[config.mk]
export PLATFORM = sky130hd
export DESIGN_NAME = framed_packet_validator
export DESIGN_NICKNAME = d
export VERILOG_FILES = /design/src/design/fpv_pkg.sv /design/src/design/framed_packet_validator.sv /design/src/design/fpv_cfg_regs.sv /design/src/design/fpv_in_stage.sv /design/src/design/fpv_frame_check.sv /design/src/design/fpv_out_stage.sv
export SDC_FILE = /design/constraint.sdc
export NUM_CORES = 1
export LEC_CHECK = 0
export ABC_CLOCK_PERIOD_IN_PS = 6000
export BUFFER_PORTS_ARGS = -buffer_cell sky130_fd_sc_hd__buf_2
export CAP_MARGIN = 25
export CORE_MARGIN = 1
export CORE_UTILIZATION = 50
export DETAILED_ROUTE_END_ITERATION = 8
export PLACE_DENSITY = 0.75
export SYNTH_ARGS = -nofsm -noshare
export SYNTH_HDL_FRONTEND = slang
export SYNTH_HIERARCHICAL = 1
export SYNTH_SLANG_ARGS = --single-unit
[constraint.sdc]
create_clock -name clk -period 6 [get_ports clk]
set_input_delay 1.2 -clock clk [delete_from_list [all_inputs] [get_ports clk]]
set_output_delay 1.2 -clock clk [all_outputs]
set_load 0.005 [all_outputs]
[src/design/fpv_pkg.sv]
`default_nettype none

package fpv_pkg;

    // Field and state widths
    localparam int BYTE_W     = 8;
    localparam int POS_W      = 11;
    localparam int LEN_W      = 12;
    localparam int TOT_W      = 13;
    localparam int OFF_W      = 9;
    localparam int CMD_W      = 16;
    localparam int CNT_W      = 32;
    localparam int CRC8_W     = 8;
    localparam int CRC16_W    = 16;
    localparam int LIMIT_W    = 10;
    localparam int CFG_IDX_W  = 2;
    localparam int CFG_DATA_W = 16;

    // Frame layout
    localparam int MAX_PAYLOAD    = 512;
    localparam int OVERHEAD_BYTES = 17;
    localparam int PAYLOAD_START  = 15;
    localparam int LEN_LO_POS     = 1;
    localparam int LEN_HI_POS     = 2;
    localparam int HDR_CRC_POS    = 3;
    localparam int CMD_LO_POS     = 13;
    localparam int CMD_HI_POS     = 14;

    localparam logic [POS_W-1:0]   POS_TOP    = '1;
    localparam logic [CRC8_W-1:0]  CRC8_POLY  = 8'h8C;
    localparam logic [CRC16_W-1:0] CRC16_POLY = 16'h8408;

    // Register reset values
    localparam logic [BYTE_W-1:0]  START_BYTE_RST = 8'h5A;
    localparam logic [CRC8_W-1:0]  HDR_SEED_RST   = 8'h77;
    localparam logic [CRC16_W-1:0] FRAME_SEED_RST = 16'h1862;
    localparam logic [LIMIT_W-1:0] LIMIT_RST      = 10'd512;

    typedef enum logic [2:0] {
        VERDICT_OK        = 3'd0,
        VERDICT_START     = 3'd1,
        VERDICT_LENGTH    = 3'd2,
        VERDICT_HDR_CRC   = 3'd3,
        VERDICT_FRAME_CRC = 3'd4
    } verdict_t;

    typedef enum logic [CFG_IDX_W-1:0] {
        REG_START_BYTE    = 2'd0,
        REG_HDR_SEED      = 2'd1,
        REG_FRAME_SEED    = 2'd2,
        REG_PAYLOAD_LIMIT = 2'd3
    } cfg_reg_t;

    typedef enum logic {
        KIND_PAYLOAD = 1'b0,
        KIND_VERDICT = 1'b1
    } item_kind_t;

    typedef struct packed {
        logic [BYTE_W-1:0]  start_byte;
        logic [CRC8_W-1:0]  hdr_seed;
        logic [CRC16_W-1:0] frame_seed;
        logic [LIMIT_W-1:0] payload_limit;
    } cfg_t;

    typedef struct packed {
        logic [BYTE_W-1:0] data;
        logic              last;
    } in_word_t;

    typedef struct packed {
        item_kind_t         kind;
        logic [BYTE_W-1:0]  value;
        logic [OFF_W-1:0]   offset;
        verdict_t           verdict;
        logic [CMD_W-1:0]   command;
        logic [LEN_W-1:0]   size;
        logic [CNT_W-1:0]   good;
        logic [CNT_W-1:0]   bad;
    } result_t;

    // Reflected CRC-8, one byte
    function automatic logic [CRC8_W-1:0] crc8_byte(input logic [CRC8_W-1:0] c,
                                                    input logic [BYTE_W-1:0] b);
        logic [CRC8_W-1:0] v;
        v = c ^ b;
        for (int i = 0; i < BYTE_W; i++)
        begin
            v = v[0] ? ((v >> 1) ^ CRC8_POLY) : (v >> 1);
        end
        return v;
    endfunction

    // Reflected CRC-16, one byte
    function automatic logic [CRC16_W-1:0] crc16_byte(input logic [CRC16_W-1:0] c,
                                                      input logic [BYTE_W-1:0] b);
        logic [CRC16_W-1:0] v;
        v = c ^ {{(CRC16_W-BYTE_W){1'b0}}, b};
        for (int i = 0; i < BYTE_W; i++)
        begin
            v = v[0] ? ((v >> 1) ^ CRC16_POLY) : (v >> 1);
        end
        return v;
    endfunction

endpackage

`default_nettype wire

[src/design/framed_packet_validator.sv]
// Channel  | Handshake                   | Word
// ---------+-----------------------------+-------------------------------------------
// input    | in_valid / in_ready         | rx_byte, end_of_datagram
// output   | out_valid / out_ready       | item_kind, payload_value, payload_offset,
//          |                             | verdict, command_word, payload_size,
//          |                             | good_frames, bad_frames
// config   | cfg_write (no wait)         | cfg_index, cfg_data
//
// Up to one word per cycle in and out while out_ready is high; a result is loaded into the
// output register after its word leaves the input register (input, then result register).
// The frame check between the two registers does one byte of CRC-8 and CRC-16 per taken word.
// Reset clears position, counters and both stage valid flags; no clearing pass.
// With out_ready low the result holds, the input register fills with one word and
// in_ready then drops until the result is taken.
`default_nettype none

module framed_packet_validator
    import fpv_pkg::*;
(
    input  wire logic                  clk,
    input  wire logic                  rst_n,
    // byte input
    input  wire logic                  in_valid,
    output logic                       in_ready,
    input  wire logic [BYTE_W-1:0]     rx_byte,
    input  wire logic                  end_of_datagram,
    // result output
    output logic                       out_valid,
    input  wire logic                  out_ready,
    output logic                       item_kind,
    output logic [BYTE_W-1:0]          payload_value,
    output logic [OFF_W-1:0]           payload_offset,
    output logic [2:0]                 verdict,
    output logic [CMD_W-1:0]           command_word,
    output logic [LEN_W-1:0]           payload_size,
    output logic [CNT_W-1:0]           good_frames,
    output logic [CNT_W-1:0]           bad_frames,
    // configuration writes
    input  wire logic                  cfg_write,
    input  wire logic [CFG_IDX_W-1:0]  cfg_index,
    input  wire logic [CFG_DATA_W-1:0] cfg_data
);

    cfg_t     cfg;
    logic     s_valid;
    in_word_t s_word;
    logic     s_take;
    logic     res_valid;
    logic     res_ready;
    result_t  res;
    result_t  out_res;

    // The user must write settings only while idle; the block does not enforce it; seeds are sampled on the first byte
    fpv_cfg_regs u_cfg (
        .clk       (clk),
        .rst_n     (rst_n),
        .cfg_write (cfg_write),
        .cfg_index (cfg_index),
        .cfg_data  (cfg_data),
        .cfg       (cfg)
    );

    // Hold the accepted word
    fpv_in_stage u_in (
        .clk      (clk),
        .rst_n    (rst_n),
        .in_valid (in_valid),
        .in_ready (in_ready),
        .in_data  (rx_byte),
        .in_last  (end_of_datagram),
        .s_valid  (s_valid),
        .s_word   (s_word),
        .s_take   (s_take)
    );

    // Advance the frame state by one byte; emit a payload word or the verdict when one is due
    fpv_frame_check u_check (
        .clk       (clk),
        .rst_n     (rst_n),
        .cfg       (cfg),
        .s_valid   (s_valid),
        .s_word    (s_word),
        .s_take    (s_take),
        .res_ready (res_ready),
        .res_valid (res_valid),
        .res       (res)
    );

    // Hold the result until the consumer takes it
    fpv_out_stage u_out (
        .clk       (clk),
        .rst_n     (rst_n),
        .res_valid (res_valid),
        .res       (res),
        .res_ready (res_ready),
        .out_valid (out_valid),
        .out_ready (out_ready),
        .out_res   (out_res)
    );

    assign item_kind      = out_res.kind;
    assign payload_value  = out_res.value;
    assign payload_offset = out_res.offset;
    assign verdict        = out_res.verdict;
    assign command_word   = out_res.command;
    assign payload_size   = out_res.size;
    assign good_frames    = out_res.good;
    assign bad_frames     = out_res.bad;

endmodule

`default_nettype wire

[src/design/fpv_cfg_regs.sv]
`default_nettype none

module fpv_cfg_regs
    import fpv_pkg::*;
(
    input  wire logic                  clk,
    input  wire logic                  rst_n,
    input  wire logic                  cfg_write,
    input  wire logic [CFG_IDX_W-1:0]  cfg_index,
    input  wire logic [CFG_DATA_W-1:0] cfg_data,
    output cfg_t                       cfg
);

    cfg_t cfg_reg;
    cfg_t cfg_next;

    always_comb
    begin
        cfg_next = cfg_reg;
        if (cfg_write)
        begin
            case (cfg_reg_t'(cfg_index))
                REG_START_BYTE:    cfg_next.start_byte    = cfg_data[BYTE_W-1:0];
                REG_HDR_SEED:      cfg_next.hdr_seed      = cfg_data[CRC8_W-1:0];
                REG_FRAME_SEED:    cfg_next.frame_seed    = cfg_data[CRC16_W-1:0];
                REG_PAYLOAD_LIMIT: cfg_next.payload_limit = cfg_data[LIMIT_W-1:0];
                default:           cfg_next = cfg_reg;
            endcase
        end
    end

    always_ff @(posedge clk or negedge rst_n)
    begin
        if (!rst_n)
        begin
            cfg_reg.start_byte    <= START_BYTE_RST;
            cfg_reg.hdr_seed      <= HDR_SEED_RST;
            cfg_reg.frame_seed    <= FRAME_SEED_RST;
            cfg_reg.payload_limit <= LIMIT_RST;
        end
        else
        begin
            cfg_reg <= cfg_next;
        end
    end

    assign cfg = cfg_reg;

endmodule

`default_nettype wire

[src/design/fpv_in_stage.sv]
`default_nettype none

module fpv_in_stage
    import fpv_pkg::*;
(
    input  wire logic              clk,
    input  wire logic              rst_n,
    input  wire logic              in_valid,
    output logic                   in_ready,
    input  wire logic [BYTE_W-1:0] in_data,
    input  wire logic              in_last,
    output logic                   s_valid,
    output in_word_t               s_word,
    input  wire logic              s_take
);

    logic     valid_reg;
    logic     valid_next;
    in_word_t word_reg;
    logic     accept;

    // Take a new word when empty or when the held word leaves this cycle
    assign in_ready = !valid_reg || s_take;
    assign accept   = in_valid && in_ready;

    always_comb
    begin
        valid_next = valid_reg;
        if (accept)
        begin
            valid_next = 1'b1;
        end
        else if (s_take)
        begin
            valid_next = 1'b0;
        end
    end

    always_ff @(posedge clk or negedge rst_n)
    begin
        if (!rst_n)
        begin
            valid_reg <= 1'b0;
        end
        else
        begin
            valid_reg <= valid_next;
        end
    end

    always_ff @(posedge clk)
    begin
        if (accept)
        begin
            word_reg.data <= in_data;
            word_reg.last <= in_last;
        end
    end

    assign s_valid = valid_reg;
    assign s_word  = word_reg;

endmodule

`default_nettype wire

[src/design/fpv_frame_check.sv]
`default_nettype none

module fpv_frame_check
    import fpv_pkg::*;
(
    input  wire logic     clk,
    input  wire logic     rst_n,
    input  wire cfg_t     cfg,
    input  wire logic     s_valid,
    input  wire in_word_t s_word,
    output logic          s_take,
    input  wire logic     res_ready,
    output logic          res_valid,
    output result_t       res
);

    // Control state
    logic [POS_W-1:0]   pos_reg,      pos_next;
    logic               start_ok_reg, start_ok_next;
    logic [CNT_W-1:0]   good_reg,     good_next;
    logic [CNT_W-1:0]   bad_reg,      bad_next;
    // Frame payload state, always written before use within a datagram
    logic [CRC8_W-1:0]  hcrc_reg,     hcrc_next;
    logic               hmatch_reg,   hmatch_next;
    logic [CRC16_W-1:0] fcrc_reg,     fcrc_next;
    logic [LEN_W-1:0]   len_reg,      len_next;
    logic [CMD_W-1:0]   cmd_reg,      cmd_next;
    logic [CRC16_W-1:0] latch_reg,    latch_next;
    logic [CRC16_W-1:0] trail_reg,    trail_next;

    logic               first;
    logic [CRC8_W-1:0]  hcrc_in;
    logic [CRC16_W-1:0] fcrc_in;
    logic [TOT_W-1:0]   pos_w, pos_p1, pos_p2, total, pay_end;
    logic               len_ok, in_window, emit;
    verdict_t           vd;
    logic [BYTE_W-1:0]  b;

    assign s_take = s_valid && res_ready;
    assign b      = s_word.data;

    always_comb
    begin
        first   = (pos_reg == '0);
        hcrc_in = first ? cfg.hdr_seed : hcrc_reg;
        fcrc_in = first ? cfg.frame_seed : fcrc_reg;
        pos_w   = TOT_W'(pos_reg);
        pos_p1  = pos_w + TOT_W'(1);
        pos_p2  = pos_w + TOT_W'(2);

        start_ok_next = first ? (b == cfg.start_byte) : start_ok_reg;
        hcrc_next     = (pos_reg < POS_W'(HDR_CRC_POS)) ? crc8_byte(hcrc_in, b) : hcrc_reg;
        hmatch_next   = (pos_reg == POS_W'(HDR_CRC_POS)) ? (hcrc_reg == b) : hmatch_reg;

        // Length reads as zero until its bytes arrive
        len_next = first ? '0 : len_reg;
        if (pos_reg == POS_W'(LEN_LO_POS))
        begin
            len_next = {len_reg[LEN_W-1:BYTE_W], b};
        end
        if (pos_reg == POS_W'(LEN_HI_POS))
        begin
            len_next = {b[LEN_W-BYTE_W-1:0], len_reg[BYTE_W-1:0]};
        end

        cmd_next = cmd_reg;
        if (pos_reg == POS_W'(CMD_LO_POS))
        begin
            cmd_next = {cmd_reg[CMD_W-1:BYTE_W], b};
        end
        if (pos_reg == POS_W'(CMD_HI_POS))
        begin
            cmd_next = {b, cmd_reg[BYTE_W-1:0]};
        end

        // Frame CRC runs up to the trailer, then capture the trailer bytes
        total      = TOT_W'(OVERHEAD_BYTES) + TOT_W'(len_next);
        fcrc_next  = fcrc_in;
        latch_next = latch_reg;
        trail_next = trail_reg;
        if (pos_p2 < total)
        begin
            fcrc_next = crc16_byte(fcrc_in, b);
        end
        else if (pos_p2 == total)
        begin
            latch_next = fcrc_in;
            trail_next = {trail_reg[CRC16_W-1:BYTE_W], b};
        end
        else if (pos_p1 == total)
        begin
            trail_next = {b, trail_reg[BYTE_W-1:0]};
        end

        len_ok    = (len_next <= LEN_W'(MAX_PAYLOAD)) && (len_next <= LEN_W'(cfg.payload_limit));
        pay_end   = TOT_W'(PAYLOAD_START) + TOT_W'(len_next);
        in_window = (pos_reg >= POS_W'(PAYLOAD_START)) && (pos_w < pay_end);
        emit      = !s_word.last && start_ok_next && hmatch_next && len_ok && in_window;

        // Verdict checks in priority order
        if ((pos_p1 < TOT_W'(OVERHEAD_BYTES)) || !start_ok_next)
        begin
            vd = VERDICT_START;
        end
        else if (!len_ok || (pos_p1 < total))
        begin
            vd = VERDICT_LENGTH;
        end
        else if (!hmatch_next)
        begin
            vd = VERDICT_HDR_CRC;
        end
        else if (latch_next != trail_next)
        begin
            vd = VERDICT_FRAME_CRC;
        end
        else
        begin
            vd = VERDICT_OK;
        end

        good_next = good_reg;
        bad_next  = bad_reg;
        pos_next  = pos_reg;
        if (s_word.last)
        begin
            pos_next      = '0;
            start_ok_next = 1'b0;
            if (vd == VERDICT_OK)
            begin
                good_next = good_reg + CNT_W'(1);
            end
            else
            begin
                bad_next = bad_reg + CNT_W'(1);
            end
        end
        else if (pos_reg != POS_TOP)
        begin
            pos_next = pos_reg + POS_W'(1);
        end

        res = '0;
        if (s_word.last)
        begin
            res.kind    = KIND_VERDICT;
            res.verdict = vd;
            res.command = (vd == VERDICT_OK) ? cmd_next : '0;
            res.size    = (vd == VERDICT_START) ? '0 : len_next;
            res.good    = good_next;
            res.bad     = bad_next;
        end
        else
        begin
            res.kind   = KIND_PAYLOAD;
            res.value  = b;
            res.offset = OFF_W'(pos_reg - POS_W'(PAYLOAD_START));
        end
    end

    assign res_valid = s_take && (s_word.last || emit);

    always_ff @(posedge clk or negedge rst_n)
    begin
        if (!rst_n)
        begin
            pos_reg      <= '0;
            start_ok_reg <= 1'b0;
            good_reg     <= '0;
            bad_reg      <= '0;
        end
        else if (s_take)
        begin
            pos_reg      <= pos_next;
            start_ok_reg <= start_ok_next;
            good_reg     <= good_next;
            bad_reg      <= bad_next;
        end
    end

    always_ff @(posedge clk)
    begin
        if (s_take)
        begin
            hcrc_reg   <= hcrc_next;
            hmatch_reg <= hmatch_next;
            fcrc_reg   <= fcrc_next;
            len_reg    <= len_next;
            cmd_reg    <= cmd_next;
            latch_reg  <= latch_next;
            trail_reg  <= trail_next;
        end
    end

    a_restart: assert property (@(posedge clk) disable iff (!rst_n)
        s_take && s_word.last |=> (pos_reg == '0) && !start_ok_reg)
        else $error("position not cleared after a datagram end");

    a_verdict_out: assert property (@(posedge clk) disable iff (!rst_n)
        s_take && s_word.last |-> res_valid && (res.kind == KIND_VERDICT))
        else $error("datagram end gave no verdict");

    a_one_counter: assert property (@(posedge clk) disable iff (!rst_n)
        s_take && s_word.last |=>
            ((good_reg != $past(good_reg)) != (bad_reg != $past(bad_reg))))
        else $error("verdict must move exactly one counter");

    a_no_count: assert property (@(posedge clk) disable iff (!rst_n)
        !(s_take && s_word.last) |=> $stable(good_reg) && $stable(bad_reg))
        else $error("counter moved without a verdict");

endmodule

`default_nettype wire

[src/design/fpv_out_stage.sv]
`default_nettype none

module fpv_out_stage
    import fpv_pkg::*;
(
    input  wire logic    clk,
    input  wire logic    rst_n,
    input  wire logic    res_valid,
    input  wire result_t res,
    output logic         res_ready,
    output logic         out_valid,
    input  wire logic    out_ready,
    output result_t      out_res
);

    logic    valid_reg;
    logic    valid_next;
    result_t res_reg;

    // Load when empty or when the held result is taken this cycle
    assign res_ready = !valid_reg || out_ready;

    always_comb
    begin
        valid_next = valid_reg;
        if (res_ready)
        begin
            valid_next = res_valid;
        end
    end

    always_ff @(posedge clk or negedge rst_n)
    begin
        if (!rst_n)
        begin
            valid_reg <= 1'b0;
        end
        else
        begin
            valid_reg <= valid_next;
        end
    end

    always_ff @(posedge clk)
    begin
        if (res_ready && res_valid)
        begin
            res_reg <= res;
        end
    end

    assign out_valid = valid_reg;
    assign out_res   = res_reg;

    a_payload_clean: assert property (@(posedge clk) disable iff (!rst_n)
        valid_reg && (res_reg.kind == KIND_PAYLOAD) |->
            (res_reg.verdict == VERDICT_OK) && (res_reg.good == '0) && (res_reg.bad == '0))
        else $error("payload word carries verdict fields");

endmodule

`default_nettype wire
# Word-level counts from Yosys, hierarchy flattened
# Cells that the tools add are included.
# classes
add_sub_neg	8
order_cmp	8
n_eq_ne	15
n_mux	45
bitwise_logic	19
n_reduce_logical	33
# ops
op	n
two-way mux 16 bit	16
two-way mux 32 bit	4
two-way mux 8 bit	9
adder 32 x 1 -> 32 bit, second input constant	2
NOT 2 -> 3 bit	16
two-way mux 12 bit	3
equality test 13 bit	2
less-than comparator 13 bit	2
equality test 11 x 2 -> 1 bit, second input constant	2
equality test 11 x 4 -> 1 bit, second input constant	2
two-way mux 11 bit	2
equality test 8 bit	2
inequality test 16 bit	1
XOR 16 x 8 -> 16 bit	1
AND reduction 2 bit	7
adder 4 x 12 -> 13 bit, first input constant	1
adder 5 x 12 -> 13 bit, first input constant	1
less-than comparator 11 x 13 -> 1 bit	1
less-than comparator 13 x 5 -> 1 bit, second input constant	1
adder 11 x 1 -> 12 bit, second input constant	1
adder 11 x 2 -> 12 bit, second input constant	1
less-or-equal comparator 12 x 10 -> 1 bit	1
less-or-equal comparator 12 x 10 -> 1 bit, second input constant	1
two-way mux 3 bit	4
21 further kinds	45
# word_totals
ff_bits	327
in_bits	32
out_inout_bits	115
word_cells	156

# Depth between registers and ports, before layout
# Gate-level depths: netlist (run 1).
# logic_depth
depth_word	20
mapped_depth	28
mapped_depth_nobuf	23

# Cells and area by module
# The synthesis (run 1) kept the hierarchy.
# modules_own_cells
module	instances	cells_each	area_per_inst_um2	seq_area_each_um2
fpv_frame_check	1	1336	12104.1	4454.3
fpv_out_stage	1	117	3447.1	3418.3
fpv_cfg_regs	1	89	1611.5	1071.0
fpv_in_stage	1	13	324.1	295.3

# Worst setup path before layout (run 1)
# No wires, ideal clock.
# synth_timing
kind	flip-flop to flip-flop
from	register u_check.pos_reg[0]
to	register u_out.res_reg, in the netlist u_out/out_res[54] (data pin)
setup_ns	0.147
arrival_ns	6.349
required_ns	5.853
path_slack_ns	-0.496
stages_incl_launch_ff	25
n_path_buf	4
period_less_slack_ns	6.496
path_cell_list	dfrtp_1 -> clkbuf_1 -> inv_1 -> ha_1 -> or3_1 -> o41ai_1 -> a22oi_2 -> a21oi_1 -> buf_4 -> nor2_1 -> o22ai_1 -> ha_1 -> a31oi_1 -> o31ai_1 -> a211o_1 -> and2_1 -> o311ai_4 -> mux2_2 -> xor2_1 -> or4_1 -> buf_2 -> or4_4 -> buf_2 -> or4_1 -> a21oi_1
# synth_between
elab_chain_cells	17
word_cells_on_any_way	38
classes_between	3 x add/sub; 5 x order compare; 6 x eq/ne; 17 x mux; 7 x reduce/logical
# synth_lines
item	line_no	rtl
start: declaration	fpv_frame_check.sv:18	logic [POS_W-1:0] pos_reg, pos_next;
start signal: assignment	fpv_frame_check.sv:174	pos_reg <= pos_next;
parallel branches: the longest is 8 deep, another holds adder 5 x 12 -> 13 bit	-	
two-way mux 16 bit *	fpv_frame_check.sv:81	if (pos_p2 < total)
named net u_check.trail_next[15]	fpv_frame_check.sv:29	logic [CRC16_W-1:0] trail_reg, trail_next;
inequality test 16 bit *	fpv_frame_check.sv:113	else if (latch_next != trail_next)
two-way mux 3 bit *	fpv_frame_check.sv:113	
two-way mux 3 bit *	fpv_frame_check.sv:109	else if (!hmatch_next)
two-way mux 3 bit *	fpv_frame_check.sv:105	else if (!len_ok || (pos_p1 < total))
two-way mux 3 bit *	fpv_frame_check.sv:101	if ((pos_p1 < TOT_W'(OVERHEAD_BYTES)) || !start_ok_next)
zero test 3 bit *	fpv_frame_check.sv:129	if (vd == VERDICT_OK)
two-way mux 32 bit *	fpv_frame_check.sv:129	
two-way mux 32 bit *	fpv_frame_check.sv:125	if (s_word.last)
end signal: assignment	fpv_out_stage.sv:48	res_reg <= res;
end: declaration	fpv_out_stage.sv:18	result_t res_reg;
# Mark *: on every way through the listed nets, which the timed path passes.
# A chain may end at the register's enable or synchronous reset.

# Worst setup path after layout (run 1)
# layout_timing
from	register u_check.pos_reg[0]
to	register u_out.res_reg, in the netlist u_out/out_res[60] (data pin)
# Same word-level chain as after synthesis.

==> results.sh, run 1 <==
export IMPL_ys_async_sr_fraction=0.367
export IMPL_leakagePower_nw=9.18
export IMPL_drt_first_iter_violations=1345
export IMPL_numPlacedInstances=2211
export IMPL_final_antenna_net_count=0
export IMPL_detail_route_first_pass_iterations=5
export IMPL_area_delta_synth_final_pct=27.1
export IMPL_die_area_sq_mm=0.0357
export IMPL_fp_coreArea_sq_mm=0.0345
export IMPL_synth_top_family_by_area="simple AND/OR/NAND/NOR gates"
export IMPL_final_cells=2323
export IMPL_maxSlewViolCount=0
export IMPL_nets=1917
export IMPL_io_buffers=146
export IMPL_maxCapViolations=0
export IMPL_critical_path_top_delay_family="simple AND/OR/NAND/NOR gates"
export IMPL_r2r_start="u_check/pos_reg[0]"
export IMPL_required_ns=6.37
export IMPL_yosysUniqueCellTypes=77
export IMPL_crit_arrival_ns=6.58
export IMPL_worstRegToRegCells=24
export IMPL_cpPeakStageDelay_ns=0.53
export IMPL_internal_power_w=0.00609
export IMPL_multi_input_area_sq_mm=0.00856
export IMPL_num_vias=13700
export IMPL_grt_util_all_layers=0.248
export IMPL_rows=68
export IMPL_ir_drop_v=0.000336
export IMPL_grt_pass1_vias=12900
export IMPL_relSlewSlack=0.198
export IMPL_startpoint_type="flop"
export IMPL_clock_latency_ns=0.56
export IMPL_layout_drive_gt1_share=0.332
export IMPL_fillCellCount=2554
export IMPL_critical_path_endpoint_type="flop"
export IMPL_avgSynthCellArea_sq_um=11.2
export IMPL_reg2reg_slack_ns=-0.21
export IMPL_ff_latch_area_sq_mm=0.00924
export IMPL_initial_core_util=0.507
export IMPL_fin_ws_ns=-0.212
export IMPL_timing_rr_end="u_out/out_res[60]"
export IMPL_numCtsBuffers=37
export IMPL_detail_route_wl_per_cell_microns=20.6
export IMPL_swShare=0.351
export IMPL_root_buffer="clkbuf_16"
export IMPL_gp_congestion=0.943
export IMPL_worstSetupPathDepth=24
export IMPL_synth_xor_area_frac=0.0939
export IMPL_drc_errors=0
export IMPL_synthSimpleGateAreaFrac=0.148
export IMPL_fp_dieH_microns=189
export IMPL_clk_path_buf_depth=3
export IMPL_clock_fmax_mhz=161
export IMPL_synthTopCellsByArea="edfxtp_1 36%, dfrtp_1 15%, xnor2_1 5.6%"
export IMPL_failed_checks="negative setup slack"
export IMPL_place_hpwl_microns=30700
export IMPL_power_density_mw_per_mm2=422
export IMPL_synth_edf_count=207
export IMPL_dpl_cell_area_sq_mm=0.0197
export IMPL_status="complete, but fails checks"
export IMPL_cp_endpoint="u_out/out_res[60]"
export IMPL_totalWireLength_microns=47900
export IMPL_grt_overflow_total=0
export IMPL_antenna_found_initial=0
export IMPL_n_antenna_cell=0
export IMPL_yosys_area_top_type="edfxtp_1"
export IMPL_final_setup_skew_ns=0.0353
export IMPL_critPathLaunch="u_check/pos_reg[0]"
export IMPL_cp_num_buf_inv=5
export IMPL_stdcell_area_sq_mm=0.0222
export IMPL_path_clk_slew_ns=0.06
export IMPL_cpMostUsedCell="buf_6"
export IMPL_clock_sinks=327
export IMPL_synthCells=1555
export IMPL_ys_flop_type="edfxtp_1"
export IMPL_worst_pin_slew_ns=1.20
export IMPL_yosysMostFrequentCell="edfxtp_1"
export IMPL_die_w_microns=189
export IMPL_finalCritPeriodShare=1.04
export IMPL_synth_top_area_frac=0.355
export IMPL_worst_path_max_delay_cell="or3_4"
export IMPL_cts_tree="yes"
export IMPL_largest_reg_flops=113
export IMPL_synthesis_area_sq_mm=0.0175
export IMPL_grt_start_max_net_pins=81
export IMPL_synth_compound_area_frac=0.0881
export IMPL_syn_num_nets=1633
export IMPL_min_period_ns=6.21
export IMPL_sequentialPowerShare=0.337
export IMPL_place_ws_ns=-0.275
export IMPL_synth_area_mux_share=0.0741
export IMPL_avgViaCountPerCell=5.89
export IMPL_io_pins=147
export IMPL_clkPwrFrac=0.239
export IMPL_ys_ff_latch=327
export IMPL_rsz0062_at_grt="yes"
export IMPL_grt_first_pass_wirelength_microns=69800
export IMPL_holdCritPathClass="flop to flop"
export IMPL_finalHoldViolations=0
export IMPL_combinationalPowerShare=0.424
export IMPL_fin_hold_ws_ns=0.487
export IMPL_synth_seq_area_share=0.528
export IMPL_crit_path_cell_trace="inv_4, ha_4, or3_4, buf_6, o41ai_4, a22oi_2, a21oi_4, buf_6, nor3_4, or2_4, ha_4, nand3b_1, nor3_2, nand3_1, a2111oi_4, o311ai_4, buf_6, mux2_4, xor2_1, or4_4, or3_4, buf_12, or3_1, a21oi_1"
export IMPL_synth_adder_area_share=0.0329
export IMPL_synthTopCellsByCount="207 x edfxtp_1, 111 x xnor2_1, 104 x dfrtp_1"
export IMPL_finalPower_w=0.00939
export IMPL_critical_path_class="flop to flop"
export IMPL_power_switching_w=0.00330
export IMPL_ys_warn_count=6
export IMPL_worstPathMaxFanout=7
export IMPL_setup_violations=41
export IMPL_cts_htree_levels=2
through the flow:
stage | util | TNS (ns)
floorplan | - | -0.299
global placement | 0.572 | -3.84
detailed placement | 0.572 | -13.49
CTS | 0.613 | -0.757
global route | 0.645 | -22.60
finish | 0.645 | -4.09
placed cells by master, fill, tap and decap left out, types with 15 or more instances in the layout:
cell	count
inv_1	66
o21a_1	17
buf_4	144
xor2_1	63
nor2b_1	30
nand2_1	78
ha_1	38
nor3_2	20
dfrtp_1	104
or3_1	51
mux2i_1	37
buf_2	145
xnor2_1	99
o21ai_0	69
edfxtp_1	207
and3_1	18
a21oi_1	89
nor3_1	20
nor2_1	63
nand3_1	63
buf_6	15
nand3_2	20
nand4_1	23
mux2_2	74
clkbuf_16	46
dfstp_2	16
worst min path at each step:
stage / cells past startpoint / startpoint / endpoint
after CTS: 1 / u_check/bad_reg[31] / u_check/bad_reg[31]
after detailed placement: 1 / u_check/bad_reg[31] / u_check/bad_reg[31]
after global routing: 1 / u_check/bad_reg[31] / u_check/bad_reg[31]
after global placement: 1 / u_check/bad_reg[31] / u_check/bad_reg[31]
final: 1 / u_check/bad_reg[31] / u_check/bad_reg[31]
after floorplan: 2 / u_check/start_ok_reg / u_check/start_ok_reg
layer usage:
metal  track usage  wire, microns
met5             0              0
met4        0.0865           1580
met3        0.0386           3460
met2         0.404          22800
met1         0.337          20000
logic make-up after synthesis:
family,after synthesis
XOR/XNOR,182
AO/OA/AOI/OAI,255
buffers and inverters,149
multiplexers,119
AND/OR/NAND/NOR,477
adder cells (fa/ha/maj),46
flip-flops,327
power groups by stage:
stage | Combinational, W | Sequential (W) | Clock [W]
2_1_floorplan | 0.00242 | 0.00314 | 0
3_3_place_gp | 0.00353 | 0.00318 | 0
3_5_place_dp | 0.00360 | 0.00320 | 0
4_1_cts | 0.00371 | 0.00316 | 0.00227
5_1_grt | 0.00431 | 0.00320 | 0.00237
6_report | 0.00398 | 0.00316 | 0.00225
repair_timing:
action	4_1_cts	5_1_grt
cloned	2	12
pin swaps	10	52
setup buffers	11	18
hold buffers	0	0
endpoints found under the setup margin	140	143
resized for setup	22	132
layout make-up:
type	instances	area share
Clock buffer	60	0.0510
Clock inverter	8	0.00332
Inverter	69	0.0118
Multi-Input combinational cell	1081	0.385
Sequential cell	327	0.416
Tap cell	455	0.0256
Timing Repair Buffer	323	0.108
No activity file was read; power rests on OpenSTA's default activity.
==> run 2, diff against run 1 <==
--- a/config.mk
+++ b/config.mk
@@ -5,13 +5,14 @@
 export SDC_FILE = /design/constraint.sdc
 export NUM_CORES = 1
 export LEC_CHECK = 0
-export ABC_CLOCK_PERIOD_IN_PS = 6000
+export ABC_CLOCK_PERIOD_IN_PS = 5900
 export BUFFER_PORTS_ARGS = -buffer_cell sky130_fd_sc_hd__buf_2
 export CAP_MARGIN = 25
 export CORE_MARGIN = 1
 export CORE_UTILIZATION = 50
 export DETAILED_ROUTE_END_ITERATION = 8
-export PLACE_DENSITY = 0.75
+export PLACE_DENSITY = 0.73
+export SLEW_MARGIN = 20
 export SYNTH_ARGS = -nofsm -noshare
 export SYNTH_HDL_FRONTEND = slang
 export SYNTH_HIERARCHICAL = 1
==> constraint.sdc (replaced) <==
create_clock -name clk -period 5.9 [get_ports clk]
set_input_delay 1.18 -clock clk [delete_from_list [all_inputs] [get_ports clk]]
set_output_delay 1.18 -clock clk [all_outputs]
set_load 0.005 [all_outputs]
==> results.sh, run 2 (synthesis results as in run 1) <==
export IMPL_avgViaCountPerCell=5.78
export IMPL_relSlewSlack=0.208
export IMPL_drt_first_iter_violations=1125
export IMPL_gp_congestion=0.925
export IMPL_totalWireLength_microns=45700
export IMPL_cts_tree="yes"
export IMPL_ir_drop_v=0.000293
export IMPL_critical_path_endpoint_type="flop"
export IMPL_critical_path_class="flop to flop"
export IMPL_detail_route_wl_per_cell_microns=19.8
export IMPL_use_met1=0.352
export IMPL_root_buffer="clkbuf_16"
export IMPL_required_ns=6.33
export IMPL_grt_busiest_layer="met2"
export IMPL_grt_util_all_layers=0.250
export IMPL_io_buffers=146
export IMPL_clock_fmax_mhz=164
export IMPL_worstPathMaxFanout=6
export IMPL_reg2reg_slack_ns=-0.20
export IMPL_grt_pass1_vias=12800
export IMPL_leakagePower_nw=8.88
export IMPL_final_antenna_net_count=0
export IMPL_fp_dieH_microns=189
export IMPL_worst_pin_slew_ns=1.19
export IMPL_rows=68
export IMPL_place_ws_ns=-0.244
export IMPL_setup_violations=68
export IMPL_n_antenna_cell=0
export IMPL_cts_htree_levels=2
export IMPL_clock_sinks=327
export IMPL_antenna_found_initial=0
export IMPL_place_hpwl_microns=30900
export IMPL_final_setup_skew_ns=0.0168
export IMPL_grt_start_max_net_pins=93
export IMPL_detail_route_first_pass_iterations=7
export IMPL_num_vias=13400
export IMPL_clock_latency_ns=0.52
export IMPL_grt_first_pass_wirelength_microns=70300
export IMPL_nets=1910
export IMPL_layout_drive_gt1_share=0.312
export IMPL_min_period_ns=6.10
export IMPL_initial_core_util=0.507
export IMPL_startpoint_type="flop"
export IMPL_largest_reg_flops=113
export IMPL_fin_hold_ws_ns=0.499
export IMPL_crit_arrival_ns=6.53
export IMPL_numCtsBuffers=36
export IMPL_power_density_mw_per_mm2=429
export IMPL_maxCapViolations=0
export IMPL_holdCritPathClass="flop to flop"
export IMPL_status="complete, but fails checks"
export IMPL_area_delta_synth_final_pct=23.6
export IMPL_fillCellCount=2722
export IMPL_final_common_cell="edfxtp_1"
export IMPL_failed_checks="negative setup slack"
export IMPL_die_area_sq_mm=0.0357
export IMPL_path_clk_slew_ns=0.06
export IMPL_grt_use_met2=0.409
export IMPL_use_met3=0.0297
export IMPL_fin_ws_ns=-0.202
export IMPL_die_w_microns=189
export IMPL_finalCritPeriodShare=1.03
export IMPL_finalHoldViolations=0
export IMPL_maxSlewViolCount=0
export IMPL_fp_coreArea_sq_mm=0.0345
export IMPL_io_pins=147
export IMPL_final_util=0.627
export IMPL_clk_path_buf_depth=3
export IMPL_most_common_layout_cells="207 x edfxtp_1, 148 x buf_4, 145 x buf_2"
export IMPL_rsz0062_at_grt="yes"
export IMPL_drc_errors=0
export IMPL_grt_overflow_total=0
[run 2: changes by cell type in the layout (fill, tap and decap cells not counted), moves of 7 or more]
cell       change
nand3_1       +23
nand3_2       -17
nor3_1         +7
clkinv_2       +9
xnor2_1       +10
o21ai_0        -8
xnor2_2        -9
clkbuf_16      -8
[run 2: path summary, 6_finish.rpt]
path / start / endpoint / depth (start not counted)
worst max-delay path: u_check/pos_reg[1] / u_check/good_reg[30] / 22
worst min-delay path: u_check/good_reg[31] / u_check/good_reg[31] / 1
worst max register to register: u_check/pos_reg[1] / u_check/good_reg[30] / 22
worst min register to register: u_check/good_reg[31] / u_check/good_reg[31] / 1
max in group asynchronous: rst_n / u_check/good_reg[18] / 2
min in group asynchronous: rst_n / u_cfg/cfg[13] / 1
[run 2: repair_timing]
action | 4_1_cts | 5_1_grt
endpoints found under the hold margin | 0 | 0
hold buffers | 0 | 0
setup endpoints to repair | 134 | 236
resized for setup | 30 | 64
cloned | 3 | 3
setup buffers | 14 | 11
pin swaps | 16 | 31
[run 2: critical path: stages (launching register included)]
cell	delay, ns
dfrtp_2	0.44
ha_4	0.18
or3_4	0.42
buf_6	0.15
buf_4	0.13
o41ai_4	0.25
buf_4	0.17
nand2_1	0.12
a21oi_2	0.16
nor2_1	0.06
buf_4	0.15
ha_1	0.29
nand3_1	0.09
or4_4	0.53
a2111o_1	0.48
buf_4	0.19
mux2i_2	0.16
xor2_1	0.20
or4_4	0.58
or4_4	0.60
buf_4	0.17
nor4_2	0.30
xor2_1	0.21
[run 2: per-stage QoR]
step	instance area [sq um]	power [W]	std cells	TNS, ns
floorplan	17800	0.00565	1555	-3.65
global placement	19800	0.00686	2217	-2.63
detailed placement	19800	0.00695	2217	-13.02
CTS	21200	0.00916	2298	-5.48
global route	21600	0.00980	2313	-23.53
finish	21600	0.00928	2313	-4.82
[run 2: routing by layer]
| metal | wire length [microns] | share of wire |
|---|---|---|
| met1 | 19900 | 0.44 |
| met2 | 21800 | 0.48 |
| met3 | 2850 | 0.062 |
| met4 | 1150 | 0.025 |
| met5 | 0 | 0 |
[run 2: final cells by class]
cell class                      instances  area [sq um]  share of cell area
Sequential cell                       327          9240               0.427
Multi-Input combinational cell       1080          8170               0.378
Clock buffer                           46           958              0.0443
Timing Repair Buffer                  318          2280               0.106
Clock inverter                         18           129             0.00596
Tap cell                              455           569              0.0263
Inverter                               69           262              0.0121
[run 2: report_power, final]
group	internal [W]	switching, W
combinational	0.00183	0.00214
clock	0.00120	0.000896
sequential	0.00301	0.000207
total	0.00603	0.00325
==> run 3, diff against run 2 <==
--- a/config.mk
+++ b/config.mk
@@ -9,11 +9,10 @@
 export BUFFER_PORTS_ARGS = -buffer_cell sky130_fd_sc_hd__buf_2
 export CAP_MARGIN = 25
 export CORE_MARGIN = 1
-export CORE_UTILIZATION = 50
+export CORE_UTILIZATION = 32
 export DETAILED_ROUTE_END_ITERATION = 8
-export PLACE_DENSITY = 0.73
+export PLACE_DENSITY = 0.52
 export SLEW_MARGIN = 20
 export SYNTH_ARGS = -nofsm -noshare
 export SYNTH_HDL_FRONTEND = slang
-export SYNTH_HIERARCHICAL = 1
 export SYNTH_SLANG_ARGS = --single-unit
==> results.sh, run 3 <==
export IMPL_leakagePower_nw=9.41
export IMPL_die_area_sq_mm=0.0557
export IMPL_ys_flop_type="edfxtp_1"
export IMPL_largest_reg_flops=113
export IMPL_holdCritPathClass="flop to flop"
export IMPL_cts_tree="yes"
export IMPL_final_setup_tns_ns=-8.31
export IMPL_syn_num_nets=1611
export IMPL_yosysMostFrequentCell="edfxtp_1"
export IMPL_worst_pin_slew_ns=0.885
export IMPL_rsz0062_at_grt="yes"
export IMPL_antenna_found_initial=0
export IMPL_area_delta_synth_final_pct=28.0
export IMPL_synthTopCellsByArea="edfxtp_1 35%, dfrtp_1 15%, xnor2_1 5.6%"
export IMPL_synth_seq_area_share=0.527
export IMPL_detail_route_first_pass_iterations=5
export IMPL_avgSynthCellArea_sq_um=11.4
export IMPL_grt_first_pass_wirelength_microns=77800
export IMPL_synthesis_area_sq_mm=0.0175
export IMPL_final_cells=2538
export IMPL_setup_violations=108
export IMPL_root_buffer="clkbuf_16"
export IMPL_cpPeakStageDelay_ns=0.57
export IMPL_worstPathMaxFanout=6
export IMPL_sequentialPowerShare=0.350
export IMPL_grt_start_max_net_pins=78
export IMPL_yosysUniqueCellTypes=79
export IMPL_grt_overflow_total=0
export IMPL_clock_latency_ns=0.57
export IMPL_crit_path_cell_trace="or4_4, or4_4, a22o_4, a31oi_4, xnor2_2, ha_1, o21a_1, nor2_1, a21oi_2, a211oi_2, mux2i_2, a311oi_2, a2111oi_4, o2111ai_4, buf_4, mux2_4, xor2_2, nand4_1, nor3_4, buf_6, buf_4, buf_16, or4_1, nand2_2"
export IMPL_drc_errors=0
export IMPL_crit_arrival_ns=6.52
export IMPL_critical_path_endpoint_type="flop"
export IMPL_n_antenna_cell=0
export IMPL_power_switching_w=0.00303
export IMPL_most_common_layout_cells="207 x edfxtp_1, 146 x buf_2, 142 x buf_4"
export IMPL_relSlewSlack=0.408
export IMPL_numCtsBuffers=39
export IMPL_layout_drive_gt1_share=0.332
export IMPL_final_common_cell="edfxtp_1"
export IMPL_fin_ws_ns=-0.190
export IMPL_synthTopCellsByCount="207 x edfxtp_1, 114 x nand2_1, 112 x xnor2_1"
export IMPL_totalWireLength_microns=50100
export IMPL_min_period_ns=6.09
export IMPL_avgViaCountPerCell=5.06
export IMPL_status="complete, but fails checks"
export IMPL_die_w_microns=236
export IMPL_clock_fmax_mhz=164
export IMPL_gp_congestion=0.936
export IMPL_io_pins=147
export IMPL_startpoint_type="flop"
export IMPL_maxCapViolations=0
export IMPL_fp_coreArea_sq_mm=0.0540
export IMPL_combinationalPowerShare=0.396
export IMPL_synthCells=1534
export IMPL_synth_edf_count=207
export IMPL_cts_htree_levels=2
export IMPL_grt_util_all_layers=0.179
export IMPL_grt_pass1_vias=13100
export IMPL_rows=85
export IMPL_ys_async_sr_fraction=0.367
export IMPL_ys_warn_count=0
export IMPL_ys_ff_latch=327
export IMPL_critical_path_class="flop to flop"
export IMPL_final_antenna_net_count=0
export IMPL_nets=1890
export IMPL_path_clk_slew_ns=0.06
export IMPL_maxSlewViolCount=0
export IMPL_fp_dieH_microns=236
export IMPL_internal_power_w=0.00577
export IMPL_io_buffers=146
export IMPL_final_setup_skew_ns=0.0263
export IMPL_initial_core_util=0.325
export IMPL_finalHoldViolations=0
export IMPL_clkPwrFrac=0.254
export IMPL_swShare=0.344
export IMPL_synth_top_area_frac=0.355
export IMPL_ir_drop_v=0.000205
export IMPL_finalCritPeriodShare=1.03
export IMPL_required_ns=6.33
export IMPL_numPlacedInstances=2431
export IMPL_detail_route_wl_per_cell_microns=19.8
export IMPL_clock_sinks=327
export IMPL_place_hpwl_microns=34600
export IMPL_clk_path_buf_depth=3
export IMPL_yosys_area_top_type="edfxtp_1"
export IMPL_power_density_mw_per_mm2=392
export IMPL_worst_path_max_delay_cell="or4_4"
export IMPL_drt_first_iter_violations=807
export IMPL_num_vias=12800
export IMPL_finalPower_w=0.00880
export IMPL_failed_checks="negative setup slack"
==> run 3: changes by cell type in the layout (fill, tap and decap cells not counted), sizes merged, moves of 21 or more <==
| cell | before | now |
|---|---|---|
| nand3 | 89 | 44 |
| o21ai | 81 | 38 |
| a21oi | 95 | 62 |
| nand2 | 81 | 114 |
| or3 | 55 | 22 |
| and3 | 18 | 44 |
| nor2 | 67 | 89 |
| nand4 | 23 | 44 |
==> run 3: per-layer routing <==
layer,global-route usage,wire [microns],up-vias
met5,0,0,-
met4,0.0503,1060,0
met3,0.0259,1600,64
met2,0.301,24700,201
met1,0.240,22800,6442
li1,-,-,6124
==> run 3: power by group through the flow <==
stage,registers (W),clock network [W],logic (W)
after CTS,0.00308,0.00230,0.00341
after global routing,0.00312,0.00239,0.00380
after floorplan,0.00308,0,0.00220
after global placement,0.00311,0,0.00322
final,0.00308,0.00224,0.00348
after detailed placement,0.00312,0,0.00324
==> run 3: final timing paths <==
path | startpoint | end | slack (ns) | cells past startpoint
worst max-delay path | u_check.pos_reg[7] | u_out.out_res[31] | -0.19 | 24
worst min-delay path | u_check.bad_reg[31] | u_check.bad_reg[31] | 0.50 | 1
max in group asynchronous | rst_n | u_cfg.cfg[0] | 4.16 | 2
worst max register to register | u_check.pos_reg[7] | u_out.out_res[31] | -0.19 | 24
min in group asynchronous | rst_n | u_check.bad_reg[14] | 0.62 | 1
worst min register to register | u_check.bad_reg[31] | u_check.bad_reg[31] | 0.50 | 1
==> run 3: cells by family after synthesis <==
family | after synthesis | share of synthesized area
AO/OA/AOI/OAI | 197 | 0.0784
XOR/XNOR | 188 | 0.0950
adder cells (fa/ha/maj) | 46 | 0.0327
buffers and inverters | 142 | 0.0346
flip-flops | 327 | 0.527
multiplexers | 131 | 0.0806
AND/OR/NAND/NOR | 503 | 0.152
==> run 3: repair_timing <==
| item | 4_1_cts | 5_1_grt |
|---|---|---|
| hold buffers | 0 | 0 |
| setup endpoints to repair | 144 | 145 |
| setup buffers | 23 | 10 |
| resized for setup | 71 | 84 |
| cloned | 6 | 1 |
| pin swaps | 50 | 45 |
==> run 3: area by class of cell <==
class	instances	area, sq um
Timing Repair Buffer	320	2340
Inverter	60	230
Clock inverter	13	72.6
Fill cell	5149	31600
Sequential cell	327	9240
Multi-Input combinational cell	1065	8610
Tap cell	696	871
Clock buffer	57	1080
==> run 3: worst max-delay path, delay by kind of cell (launching register included) <==
family | cells | cell delay (ns)
buffers and inverters | 4 | 0.63
XOR/XNOR | 2 | 0.25
adder cells (fa/ha/maj) | 1 | 0.30
multiplexers | 2 | 0.61
flip-flops | 1 | 0.37
AND/OR/NAND/NOR | 7 | 2.06
AO/OA/AOI/OAI | 8 | 1.72
==> run 3: per-stage QoR <==
stage	setup slack [ns]	area [sq um]	hold WS, ns	util
floorplan	-0.260	17800	0.449	-
detailed placement	-0.379	20100	0.489	0.373
CTS	-0.241	22000	0.497	0.407
global route	-0.456	22400	0.517	0.415
finish	-0.190	22400	0.497	0.415
global placement	-0.288	20100	0.481	0.373
